`config.mk`:
```
export PLATFORM = sky130hd
export DESIGN_NAME = quoted_string_unescaper
export DESIGN_NICKNAME = d
export VERILOG_FILES = /design/src/rtl/core/qsu_pkg.sv /design/src/rtl/core/quoted_string_unescaper.sv /design/src/rtl/core/qsu_front.sv /design/src/rtl/core/qsu_queue.sv /design/src/rtl/core/qsu_back.sv
export SDC_FILE = /design/constraint.sdc
export NUM_CORES = 1
export LEC_CHECK = 0
export BUFFER_PORTS_ARGS = -buffer_cell sky130_fd_sc_hd__buf_2
export CORE_MARGIN = 4
export CORE_UTILIZATION = 45
export CTS_CLUSTER_SIZE = 8
export DETAILED_ROUTE_END_ITERATION = 16
export REMOVE_ABC_BUFFERS = 1
export SYNTH_ARGS = -nofsm -noshare
export SYNTH_HDL_FRONTEND = slang
export SYNTH_SLANG_ARGS = --single-unit
```
`constraint.sdc`:
```
create_clock -name clock -period 2.85 [get_ports clock]
set_input_delay 0.57 -clock clock [delete_from_list [all_inputs] [get_ports clock]]
set_output_delay 0.57 -clock clock [all_outputs]
set_load 0.02 [all_outputs]
```
`src/rtl/core/qsu_pkg.sv`:
```
// ----------------------------------------------------------------------------
// qsu_pkg: shared types and constants of the quoted string unescaper
// Holds the classified byte record that travels from the front end to the
// back end, the result kind codes and the byte classifier.
// ----------------------------------------------------------------------------
package qsu_pkg;

   localparam int unsigned QDepth = 4;
   localparam int unsigned QPtrW  = $clog2(QDepth);
   localparam int unsigned QCntW  = $clog2(QDepth + 1);

   typedef enum logic [1:0] {
      KIND_BYTE  = 2'd0,
      KIND_END   = 2'd1,
      KIND_ERROR = 2'd2
   } kind_type;

   // What a byte means when it follows a backslash.
   typedef enum logic [1:0] {
      ESC_EMIT = 2'd0,
      ESC_NONE = 2'd1,
      ESC_HEX  = 2'd2,
      ESC_BAD  = 2'd3
   } esc_type;

   typedef struct packed {
      logic [7:0] ch;
      logic       first;
      logic       last;
      logic       is_bslash;
      esc_type    esc;
      logic [7:0] esc_byte;
      logic       digit_ok;
      logic [5:0] digit;
   } item_type;

   function automatic item_type classify(input logic [7:0] ch, input logic first,
                                         input logic last);
      item_type   it;
      logic [7:0] diff;
      it           = '0;
      it.ch        = ch;
      it.first     = first;
      it.last      = last;
      it.is_bslash = (ch == 8'h5C);
      it.esc       = ESC_EMIT;
      it.esc_byte  = 8'h00;
      unique case (ch)
         8'h74:   it.esc_byte = 8'h09;   // t
         8'h72:   it.esc_byte = 8'h0D;   // r
         8'h6E:   it.esc_byte = 8'h0A;   // n
         8'h5C:   it.esc_byte = 8'h5C;   // backslash
         8'h22:   it.esc_byte = 8'h22;   // double quote
         8'h27:   it.esc_byte = 8'h27;   // single quote
         8'h64:   it.esc_byte = 8'h04;   // d
         8'h2E:   it.esc      = ESC_NONE;
         8'h78:   it.esc      = ESC_HEX;
         default: it.esc      = ESC_BAD;
      endcase
      it.digit_ok = 1'b0;
      diff        = 8'h00;
      if (ch >= 8'h30 && ch <= 8'h39) begin
         it.digit_ok = 1'b1;
         diff        = ch - 8'h30;
      end else if (ch >= 8'h41 && ch <= 8'h5A) begin
         it.digit_ok = 1'b1;
         diff        = ch - 8'h41 + 8'd10;
      end
      it.digit = diff[5:0];
      return it;
   endfunction

endpackage

```
`src/rtl/core/quoted_string_unescaper.sv`:
```
// ----------------------------------------------------------------------------
// quoted_string_unescaper: backslash escape decoder for quoted strings
// Removes the enclosing quotes of a string and decodes backslash escapes.
// ----------------------------------------------------------------------------
// Usage:
//   The req channel takes one source byte per transaction in req_tdata, with
//   req_tuser[0] set on the opening quote and req_tlast set on the closing
//   quote. The rsp channel gives zero or one result per source byte: a
//   decoded byte in rsp_tdata with kind 0 in rsp_tuser, an end of string
//   (kind 1) or an escape error (kind 2); end and error results carry 0.
//   After an error the rest of that string gives no results.
//   With an empty queue, an accepted byte is registered in the queue and its
//   result then in the output register, from which rsp takes it.
//   Throughput is one byte per cycle unless rsp stalls: the back end decodes
//   one queued byte per cycle, limited by its single parse-mode register.
//   A four-entry queue sits between classifier and decoder; when rsp_tready
//   is low the result is held, the decoder stops and the queue fills, and
//   req_tready drops only once the queue is full.
//   Reset (synchronous, active high) empties the queue and output register
//   and returns the decoder to normal text mode.
// ----------------------------------------------------------------------------
module quoted_string_unescaper (
   input  logic       clock,
   input  logic       reset,
   input  logic       req_tvalid,
   output logic       req_tready,
   input  logic [7:0] req_tdata,   // [7:0] char_in
   input  logic [0:0] req_tuser,   // [0] first_of_string
   input  logic       req_tlast,
   output logic       rsp_tvalid,
   input  logic       rsp_tready,
   output logic [7:0] rsp_tdata,   // [7:0] out_byte
   output logic [1:0] rsp_tuser    // [1:0] kind
);

   logic              q_push;
   logic              q_pop;
   logic              q_full;
   logic              q_not_empty;
   qsu_pkg::item_type q_in_item;
   qsu_pkg::item_type q_head;

   qsu_front u_front (
      .req_tvalid (req_tvalid),
      .req_tready (req_tready),
      .req_tdata  (req_tdata),
      .req_tuser  (req_tuser),
      .req_tlast  (req_tlast),
      .q_full     (q_full),
      .q_push     (q_push),
      .q_item     (q_in_item)
   );

   qsu_queue u_queue (
      .clock     (clock),
      .reset     (reset),
      .push      (q_push),
      .push_item (q_in_item),
      .pop       (q_pop),
      .full      (q_full),
      .not_empty (q_not_empty),
      .head      (q_head)
   );

   qsu_back u_back (
      .clock      (clock),
      .reset      (reset),
      .q_valid    (q_not_empty),
      .q_item     (q_head),
      .q_pop      (q_pop),
      .rsp_tvalid (rsp_tvalid),
      .rsp_tready (rsp_tready),
      .rsp_tdata  (rsp_tdata),
      .rsp_tuser  (rsp_tuser)
   );

endmodule

```
`src/rtl/core/qsu_front.sv`:
```
// ----------------------------------------------------------------------------
// qsu_front: input stage
// Accepts source bytes and classifies each one before it enters the queue.
// ----------------------------------------------------------------------------
module qsu_front (
   input  logic              req_tvalid,
   output logic              req_tready,
   input  logic [7:0]        req_tdata,
   input  logic [0:0]        req_tuser,
   input  logic              req_tlast,
   input  logic              q_full,
   output logic              q_push,
   output qsu_pkg::item_type q_item
);

   assign req_tready = !q_full;
   assign q_push     = req_tvalid && !q_full;
   assign q_item     = qsu_pkg::classify(req_tdata, req_tuser[0], req_tlast);

endmodule

```
`src/rtl/core/qsu_queue.sv`:
```
// ----------------------------------------------------------------------------
// qsu_queue: classified byte queue
// A short first-in first-out queue between the front end and the back end.
// ----------------------------------------------------------------------------
module qsu_queue (
   input  logic              clock,
   input  logic              reset,
   input  logic              push,
   input  qsu_pkg::item_type push_item,
   input  logic              pop,
   output logic              full,
   output logic              not_empty,
   output qsu_pkg::item_type head
);

   qsu_pkg::item_type                 mem_ff [qsu_pkg::QDepth];
   logic [qsu_pkg::QPtrW-1:0]         wr_ptr_ff, wr_ptr_in;
   logic [qsu_pkg::QPtrW-1:0]         rd_ptr_ff, rd_ptr_in;
   logic [qsu_pkg::QCntW-1:0]         count_ff, count_in;

   assign full      = (count_ff == qsu_pkg::QCntW'(qsu_pkg::QDepth));
   assign not_empty = (count_ff != '0);
   assign head      = mem_ff[rd_ptr_ff];

   always_comb begin
      wr_ptr_in = push ? wr_ptr_ff + 1'b1 : wr_ptr_ff;
      rd_ptr_in = pop ? rd_ptr_ff + 1'b1 : rd_ptr_ff;
      count_in  = count_ff;
      if (push && !pop) begin
         count_in = count_ff + 1'b1;
      end else if (pop && !push) begin
         count_in = count_ff - 1'b1;
      end
   end

   always_ff @(posedge clock) begin
      if (reset) begin
         wr_ptr_ff <= '0;
         rd_ptr_ff <= '0;
         count_ff  <= '0;
      end else begin
         wr_ptr_ff <= wr_ptr_in;
         rd_ptr_ff <= rd_ptr_in;
         count_ff  <= count_in;
      end
   end

   always_ff @(posedge clock) begin
      if (push) begin
         mem_ff[wr_ptr_ff] <= push_item;
      end
   end

   a_count_range: assert property (@(posedge clock) disable iff (reset)
      count_ff <= qsu_pkg::QCntW'(qsu_pkg::QDepth))
      else $error("queue count exceeds depth");
   a_no_overflow: assert property (@(posedge clock) disable iff (reset)
      !(push && full && !pop))
      else $error("push into a full queue");
   a_no_underflow: assert property (@(posedge clock) disable iff (reset)
      pop |-> not_empty)
      else $error("pop from an empty queue");

endmodule

```
`src/rtl/core/qsu_back.sv`:
```
// ----------------------------------------------------------------------------
// qsu_back: escape decoder
// Tracks the parse mode over a string and produces decoded bytes, end and
// error results into an output register.
// ----------------------------------------------------------------------------
module qsu_back (
   input  logic              clock,
   input  logic              reset,
   input  logic              q_valid,
   input  qsu_pkg::item_type q_item,
   output logic              q_pop,
   output logic              rsp_tvalid,
   input  logic              rsp_tready,
   output logic [7:0]        rsp_tdata,
   output logic [1:0]        rsp_tuser
);

   typedef enum logic [2:0] {
      MODE_NORMAL   = 3'd0,
      MODE_ESCAPE   = 3'd1,
      MODE_HEX_HIGH = 3'd2,
      MODE_HEX_LOW  = 3'd3,
      MODE_SKIP     = 3'd4
   } mode_type;

   mode_type          mode_ff, mode_in;
   logic [3:0]        high_ff, high_in;
   logic              valid_ff, valid_in;
   logic [7:0]        data_ff, data_in;
   qsu_pkg::kind_type kind_ff, kind_in;

   logic              emit;
   logic [7:0]        emit_byte;
   qsu_pkg::kind_type emit_kind;

   assign q_pop = q_valid && (!valid_ff || rsp_tready);

   always_comb begin
      mode_in   = mode_ff;
      high_in   = high_ff;
      emit      = 1'b0;
      emit_byte = 8'h00;
      emit_kind = qsu_pkg::KIND_BYTE;
      if (q_item.first) begin
         mode_in = MODE_NORMAL;
         if (q_item.last) begin
            emit      = 1'b1;
            emit_kind = qsu_pkg::KIND_END;
         end
      end else if (q_item.last) begin
         mode_in = MODE_NORMAL;
         if (mode_ff != MODE_SKIP) begin
            emit      = 1'b1;
            emit_kind = (mode_ff == MODE_NORMAL) ? qsu_pkg::KIND_END : qsu_pkg::KIND_ERROR;
         end
      end else begin
         unique case (mode_ff)
            MODE_SKIP: begin
            end
            MODE_ESCAPE: begin
               mode_in = MODE_NORMAL;
               unique case (q_item.esc)
                  qsu_pkg::ESC_EMIT: begin
                     emit      = 1'b1;
                     emit_byte = q_item.esc_byte;
                  end
                  qsu_pkg::ESC_NONE: begin
                  end
                  qsu_pkg::ESC_HEX: begin
                     mode_in = MODE_HEX_HIGH;
                  end
                  qsu_pkg::ESC_BAD: begin
                     mode_in   = MODE_SKIP;
                     emit      = 1'b1;
                     emit_kind = qsu_pkg::KIND_ERROR;
                  end
               endcase
            end
            MODE_HEX_HIGH: begin
               if (q_item.digit_ok) begin
                  mode_in = MODE_HEX_LOW;
                  high_in = q_item.digit[3:0];
               end else begin
                  mode_in   = MODE_SKIP;
                  emit      = 1'b1;
                  emit_kind = qsu_pkg::KIND_ERROR;
               end
            end
            MODE_HEX_LOW: begin
               emit = 1'b1;
               if (q_item.digit_ok) begin
                  mode_in   = MODE_NORMAL;
                  // A digit above 15 overlaps the high nibble, as the OR implies.
                  emit_byte = {high_ff, 4'h0} | {2'b00, q_item.digit};
               end else begin
                  mode_in   = MODE_SKIP;
                  emit_kind = qsu_pkg::KIND_ERROR;
               end
            end
            default: begin
               if (q_item.is_bslash) begin
                  mode_in = MODE_ESCAPE;
               end else begin
                  emit      = 1'b1;
                  emit_byte = q_item.ch;
               end
            end
         endcase
      end
   end

   always_comb begin
      valid_in = valid_ff;
      data_in  = data_ff;
      kind_in  = kind_ff;
      if (rsp_tready) begin
         valid_in = 1'b0;
      end
      if (q_pop && emit) begin
         valid_in = 1'b1;
         data_in  = emit_byte;
         kind_in  = emit_kind;
      end
   end

   always_ff @(posedge clock) begin
      if (reset) begin
         mode_ff  <= MODE_NORMAL;
         high_ff  <= '0;
         valid_ff <= 1'b0;
      end else begin
         if (q_pop) begin
            mode_ff <= mode_in;
            high_ff <= high_in;
         end
         valid_ff <= valid_in;
      end
      data_ff <= data_in;
      kind_ff <= kind_in;
   end

   assign rsp_tvalid = valid_ff;
   assign rsp_tdata  = data_ff;
   assign rsp_tuser  = kind_ff;

   a_data_zero: assert property (@(posedge clock) disable iff (reset)
      (valid_ff && kind_ff != qsu_pkg::KIND_BYTE) |-> (data_ff == 8'h00))
      else $error("end or error result carries a nonzero byte");
   a_pop_room: assert property (@(posedge clock) disable iff (reset)
      q_pop |-> (!valid_ff || rsp_tready))
      else $error("item taken while the output register is blocked");
   a_hex_order: assert property (@(posedge clock) disable iff (reset)
      (mode_ff == MODE_HEX_LOW && !$past(reset)) |->
         ($past(mode_ff) == MODE_HEX_HIGH || $past(mode_ff) == MODE_HEX_LOW))
      else $error("second digit mode entered out of order");
   a_skip_quiet: assert property (@(posedge clock) disable iff (reset)
      (q_pop && mode_ff == MODE_SKIP && !q_item.first) |-> !emit)
      else $error("result produced while skipping after an error");

endmodule

```
== Word-level counts from Yosys, hierarchy flattened ==
Memory sizes are Yosys's and may differ from the RTL's. A register that Yosys moved wholly into a read port is not among the register bits.
Index checks and enable logic that the tools add are counted.

* Register bits: 25
* Word-level logic and storage cells: 107
* Bits in writable memories: 108
* Input port bits: 14
* Memories: 1

{| class="wikitable"
|+ Memories
! memory !! depth !! bits a word !! rd ports !! clocked after memory_dff !! wr ports !! RTL line !! RTL
|-
| u_queue.mem_ff || 4 || 27 || 1 || 1 || 1 || qsu_queue.sv:16 || <nowiki>qsu_pkg::item_type mem_ff [qsu_pkg::QDepth];</nowiki>
|}

* Bitwise gates (word level): 3
* Equal/unequal tests: 18
* Magnitude comparators: 4
* $add $sub $neg: 7
* Reductions and logical operators: 25
* Multiplexer cells: 41

{| class="wikitable"
|+ Operator list
! operator !! count
|-
| $pmux 7 s7 || 1
|-
| $eq 8x7->1 const B || 6
|-
| $eq 8x6->1 const B || 3
|-
| $mux 8 || 3
|-
| $pmux 8 s3 || 1
|-
| $mux 3 || 7
|-
| $mux 2 || 8
|-
| $mux 1 || 14
|-
| $mux 6 || 2
|-
| $pmux 3 s4 || 1
|-
| $ge 8x6->1 const B || 1
|-
| $ge 8x7->1 const B || 1
|-
| $le 8x6->1 const B || 1
|-
| $le 8x7->1 const B || 1
|-
| $or 8x6->8 || 1
|-
| $reduce_or 2->1 || 4
|-
| $logic_and 1x1->1 || 7
|-
| $reduce_or 7->1 || 1
|-
| $add 6x4->6 const B || 1
|-
| $eq 3x2->1 const B || 2
|-
| $eq 3x3->1 const B || 2
|-
| $ne 3x3->1 const B || 2
|-
| $pmux 2 s3 || 1
|-
| $pmux 3 s2 || 1
|-
| 19 further kinds || 26
|}

== Depth between registers and ports, before layout ==
* Depth in word-level cells: 8
* Depth in mapped cells: 10
* Mapped depth without buffers: 9

== By module ==
From an unflattened synthesis, not the netlist that was laid out.

* Cells, all modules: 391
* Area, all modules: 6,212.2 µm²

{| class="wikitable"
|+ Modules (own cells, without submodules)
! module !! cells an instance !! area each (µm²) !! instances
|-
| qsu_queue || 190 || 4,520.6 || 1
|-
| qsu_back || 112 || 1,078.5 || 1
|-
| qsu_front || 89 || 613.1 || 1
|}

== Least setup slack after synthesis ==
No wires, ideal clock.

* Kind: reg-to-reg
* From: register with a tool-made name
* To: register u_back.data_ff[0] (netlist: u_back.rsp_tdata[0]), enable pin
* Setup time: 334 ps
* Cell stages (with the launch flop): 11
* Setup slack: 215 ps
* Arrival: 2,301 ps
* Required time: 2,516 ps
* Cell sequence: dfxtp_1 -> buf_6 -> buf_2 -> mux4_2 -> inv_1 -> ha_1 -> nand3b_1 -> a21oi_1 -> nor4b_1 -> o21ai_0 -> inv_1

{| class="wikitable"
|+ RTL lines
! element !! RTL line !! RTL
|-
| end signal, assigned || qsu_back.sv:138 || <nowiki>data_ff <= data_in;</nowiki>
|-
| end, declared || qsu_back.sv:29 || <nowiki>logic [7:0] data_ff, data_in;</nowiki>
|}

==> flow_summary.yaml <==
detailed_routing:
  wl_mm: 11.2
  final_antenna_net_count: 0
  via_per_inst: 5.46
  wire_per_inst_um: 18.9
  post-route-drc-count: 0
  firstDrtPassIters: 4
  vias: 3239
  drt-initial-drc-count: 230
place:
  gp_congestion: 0.868
  port_buffers: 25
  postPlaceCellArea_mm2: 0.00607
  hpwl_mm: 7.57
yosys:
  syn_avg_cell_area_um2: 15.3
  yosysWarnings: 0
  synth_edf_count: 114
  yosys.area.top_type: "edfxtp_1"
  ys_seq_area_share_pct: 65.8
  netlist_instances: 373
  ys_top_cells_by_area: "edfxtp_1 60%, mux4_2 10%, dfxtp_1 5.9%"
  ys_ff_latch: 131
  synth_top_area_share_pct: 59.8
  syn_area_mm2: 0.00572
  ys.flop_type: "edfxtp_1"
  yosysUniqueCellTypes: 53
  synthArstFlopShare_pct: 0
layout:
  post-route-cell-area_mm2: 0.00666
  nets: 444
  synthToLayoutAreaGrowth_pct: 16.5
  utilization_pct: 54.6
  diodes: 0
  final_layout_size_suffix_gt1_share_pct: 23.8
timing:
  slew_viol_final: 0
  min_period_ns: 2.45
  finalCritPeriodShare_pct: 86.1
  tightest_slew_ns: 0.823
  hold_violations: 0
  relSlewSlack_pct: 44.4
  tns_ns: 0
  finalSetupViolCount: 0
  rsz0062_at_grt: "false"
  finalClockSkew_ns: 0.00814
  clock.fmax_mhz: 408
global_route:
  first_global_vias: 3237
  gr-total-overflow: 0
  grt_max_degree: 27
  grt_pass1_wl_mm: 18.3
  antenna_found_initial: 0
  track_usage_pct: 16.9
clock_tree:
  htree_levels: 4
  cts_hold_buf: 0
  post_cts_buffers: 0
  post_cts_resized: 0
  cts_tree: "built"
  root_buffer: "clkbuf_16"
  cts_made_buffers: 17
  path_clk_slew_ns: 0.06
  cts.sinks: 131
  insertion_delay_ns: 0.41
  cts_buffer_depth: 2
die:
  fp.dieW_um: 121
  rows: 40
  core_mm2: 0.0122
  die_h_um: 121
  initial_core_util_pct: 46.9
  die-area_mm2: 0.0146
  ios: 26
worst_hold_path:
  holdPathStages: 1
  hp-class: "in -> reg"
  hold_end: "u_queue.mem_ff[0][17]"
  worstHoldStart: "req_tlast"
pwr:
  power.internal_mw: 4.34
  switching_share_pct: 29.8
  clock_power_share_pct: 34.9
  peakVddDrop_uv: 483
  power_density_mw_per_mm2: 927
  seq_power_share_pct: 40.6
  leakage_nw: 2.33
  p_sw_mw: 1.84
  combPwrFrac_pct: 24.5
worst_setup_path:
  required_ns: 2.92
  path_cells: "mux4_2, inv_1, ha_1, nand3b_1, a21oi_1, nor4b_1, o21ai_0, inv_1"
  max_stage_delay_ns: 0.54
  rr_endpoint: "u_back.rsp_tuser[0]"
  r2r_slack_ns: 0.40
  cp-end-kind: "register"
  r2r_cells: 8
  critPathKind: "reg -> reg"
  cp_common_cell: "inv_1"
  start_kind: "register"
  arrival_ns: 2.53
  slowest_stage: "mux4_2"
  worstPathMaxFanout: 10
outcome:
  status: "completed"
job:
  drv_cap: 0
## logic make-up (layout without fill, tap and decap cells)
| kind of cell | after synthesis | count (layout) | share of synthesized area (%) |
|---|---|---|---|
| buffers and inverters | 33 | 85 | 2.36 |
| DFF | 131 | 131 | 65.8 |
| muxes | 35 | 35 | 11.8 |
| and+or+nand+nor | 90 | 90 | 8.13 |
| AOI/OAI and AO/OA | 58 | 58 | 6.58 |
| xor gates and xnor gates | 7 | 7 | 1.07 |
| adders and majority gates | 19 | 19 | 4.24 |
## power groups by stage
stage | logic [mW] | registers, mW | clock network, mW
finish | 1.51 | 2.51 | 2.16
detailed placement | 1.54 | 2.55 | 0
floorplan | 0.870 | 2.71 | 0
global route | 1.67 | 2.53 | 2.29
global placement | 1.52 | 2.54 | 0
CTS | 1.55 | 2.51 | 2.20
## layout make-up
type / instances / area, um^2
clock buffers: 17 / 425
clock inverters: 15 / 169
fillers: 1052 / 5550
inverters: 17 / 63.8
multi-input cells: 209 / 1820
flip-flops and latches: 131 / 3760
well taps: 168 / 210
repair buffers: 36 / 208
## state kept, by name, summed over array words and instances (netlist names), named ones only
register,cells
u_back.high_ff,4
u_back.mode_ff,3
u_back.rsp_tdata,8
u_back.rsp_tuser,2
u_back.rsp_tvalid,1
u_queue.count_ff,3
u_queue.mem_ff,104
u_queue.rd_ptr_ff,2
u_queue.wr_ptr_ff,2
## worst max-delay path, delay by kind of cell, from the launching register on
kind | cells | cell delay (ns)
simple gates | 2 | 0.34
mux | 1 | 0.54
compound gates | 2 | 0.22
fa+ha+maj | 1 | 0.24
buf+inv | 2 | 0.40
flops | 1 | 0.38
## worst max path at each step
| stage | to | slack (ns) | depth (start not counted) | startpoint |
|---|---|---|---|---|
| floorplan | u_back.rsp_tdata[0] | -0.39 | 8 | register |
| global placement | u_queue.count_ff[2] | 0.30 | 10 | rsp_tready |
| detailed placement | u_queue.mem_ff[2][3] | 0.23 | 8 | req_tdata[5] |
| CTS | u_back.rsp_tdata[3] | 0.38 | 8 | register |
| global route | u_back.rsp_tdata[0] | 0.22 | 8 | register |
| finish | u_back.rsp_tuser[0] | 0.40 | 8 | register |
## per-layer routing
metal / up-vias / global-route usage, % / share of wire (%)
met5: - / 0 / 0
met4: 0 / 6.23 / 1.6
met3: 14 / 4.72 / 3.8
li1: 1521 / - / -
met2: 70 / 24.4 / 45
met1: 1634 / 24.4 / 50
## synthesized netlist by cell type, types with 2 or more instances
| cell | instances |
|---|---|
| clkbuf_1 | 11 |
| nor3b_1 | 2 |
| o21ai_0 | 16 |
| nor2_1 | 25 |
| and2_1 | 5 |
| mux4_2 | 26 |
| nand3_1 | 3 |
| nand2_1 | 23 |
| nand4_1 | 2 |
| nor4b_1 | 2 |
| a31oi_1 | 2 |
| a21oi_1 | 13 |
| buf_2 | 3 |
| a41oi_1 | 2 |
| a2bb2oi_1 | 2 |
| a22oi_1 | 6 |
| nand2b_1 | 5 |
| nand3b_1 | 2 |
| mux2i_1 | 8 |
| inv_1 | 17 |
| a211o_1 | 2 |
| o22ai_1 | 3 |
| nor3_1 | 5 |
| xnor2_1 | 4 |
| and3_1 | 6 |
| dfxtp_1 | 17 |
| nor2b_1 | 2 |
| edfxtp_1 | 114 |
| xor2_1 | 3 |
| or2_2 | 3 |
| ha_1 | 17 |
## metrics by stage
| stage | instances | setup slack [ns] | total power [mW] | hold WS (ns) |
|---|---|---|---|---|
| finish | 593 | 0.397 | 6.18 | 0.373 |
| global route | 593 | 0.225 | 6.50 | 0.362 |
| CTS | 593 | 0.379 | 6.26 | 0.357 |
| detailed placement | 561 | 0.231 | 4.09 | 0.481 |
| global placement | 561 | 0.299 | 4.05 | 0.471 |
| floorplan | 357 | -0.391 | 3.58 | 0.455 |
## cells in the final DEF (no fill, tap or decap), types with 6 or more instances in the layout
master,count
edfxtp_1,114
a22oi_1,6
buf_4,11
inv_6,7
a21oi_1,13
mux2i_1,8
nand2_1,23
clkbuf_16,17
nor2_1,25
dfxtp_1,16
ha_1,17
o21ai_0,16
buf_2,25
inv_1,17
mux4_2,26
and3_1,6
(Power assumes the default switching activity.)
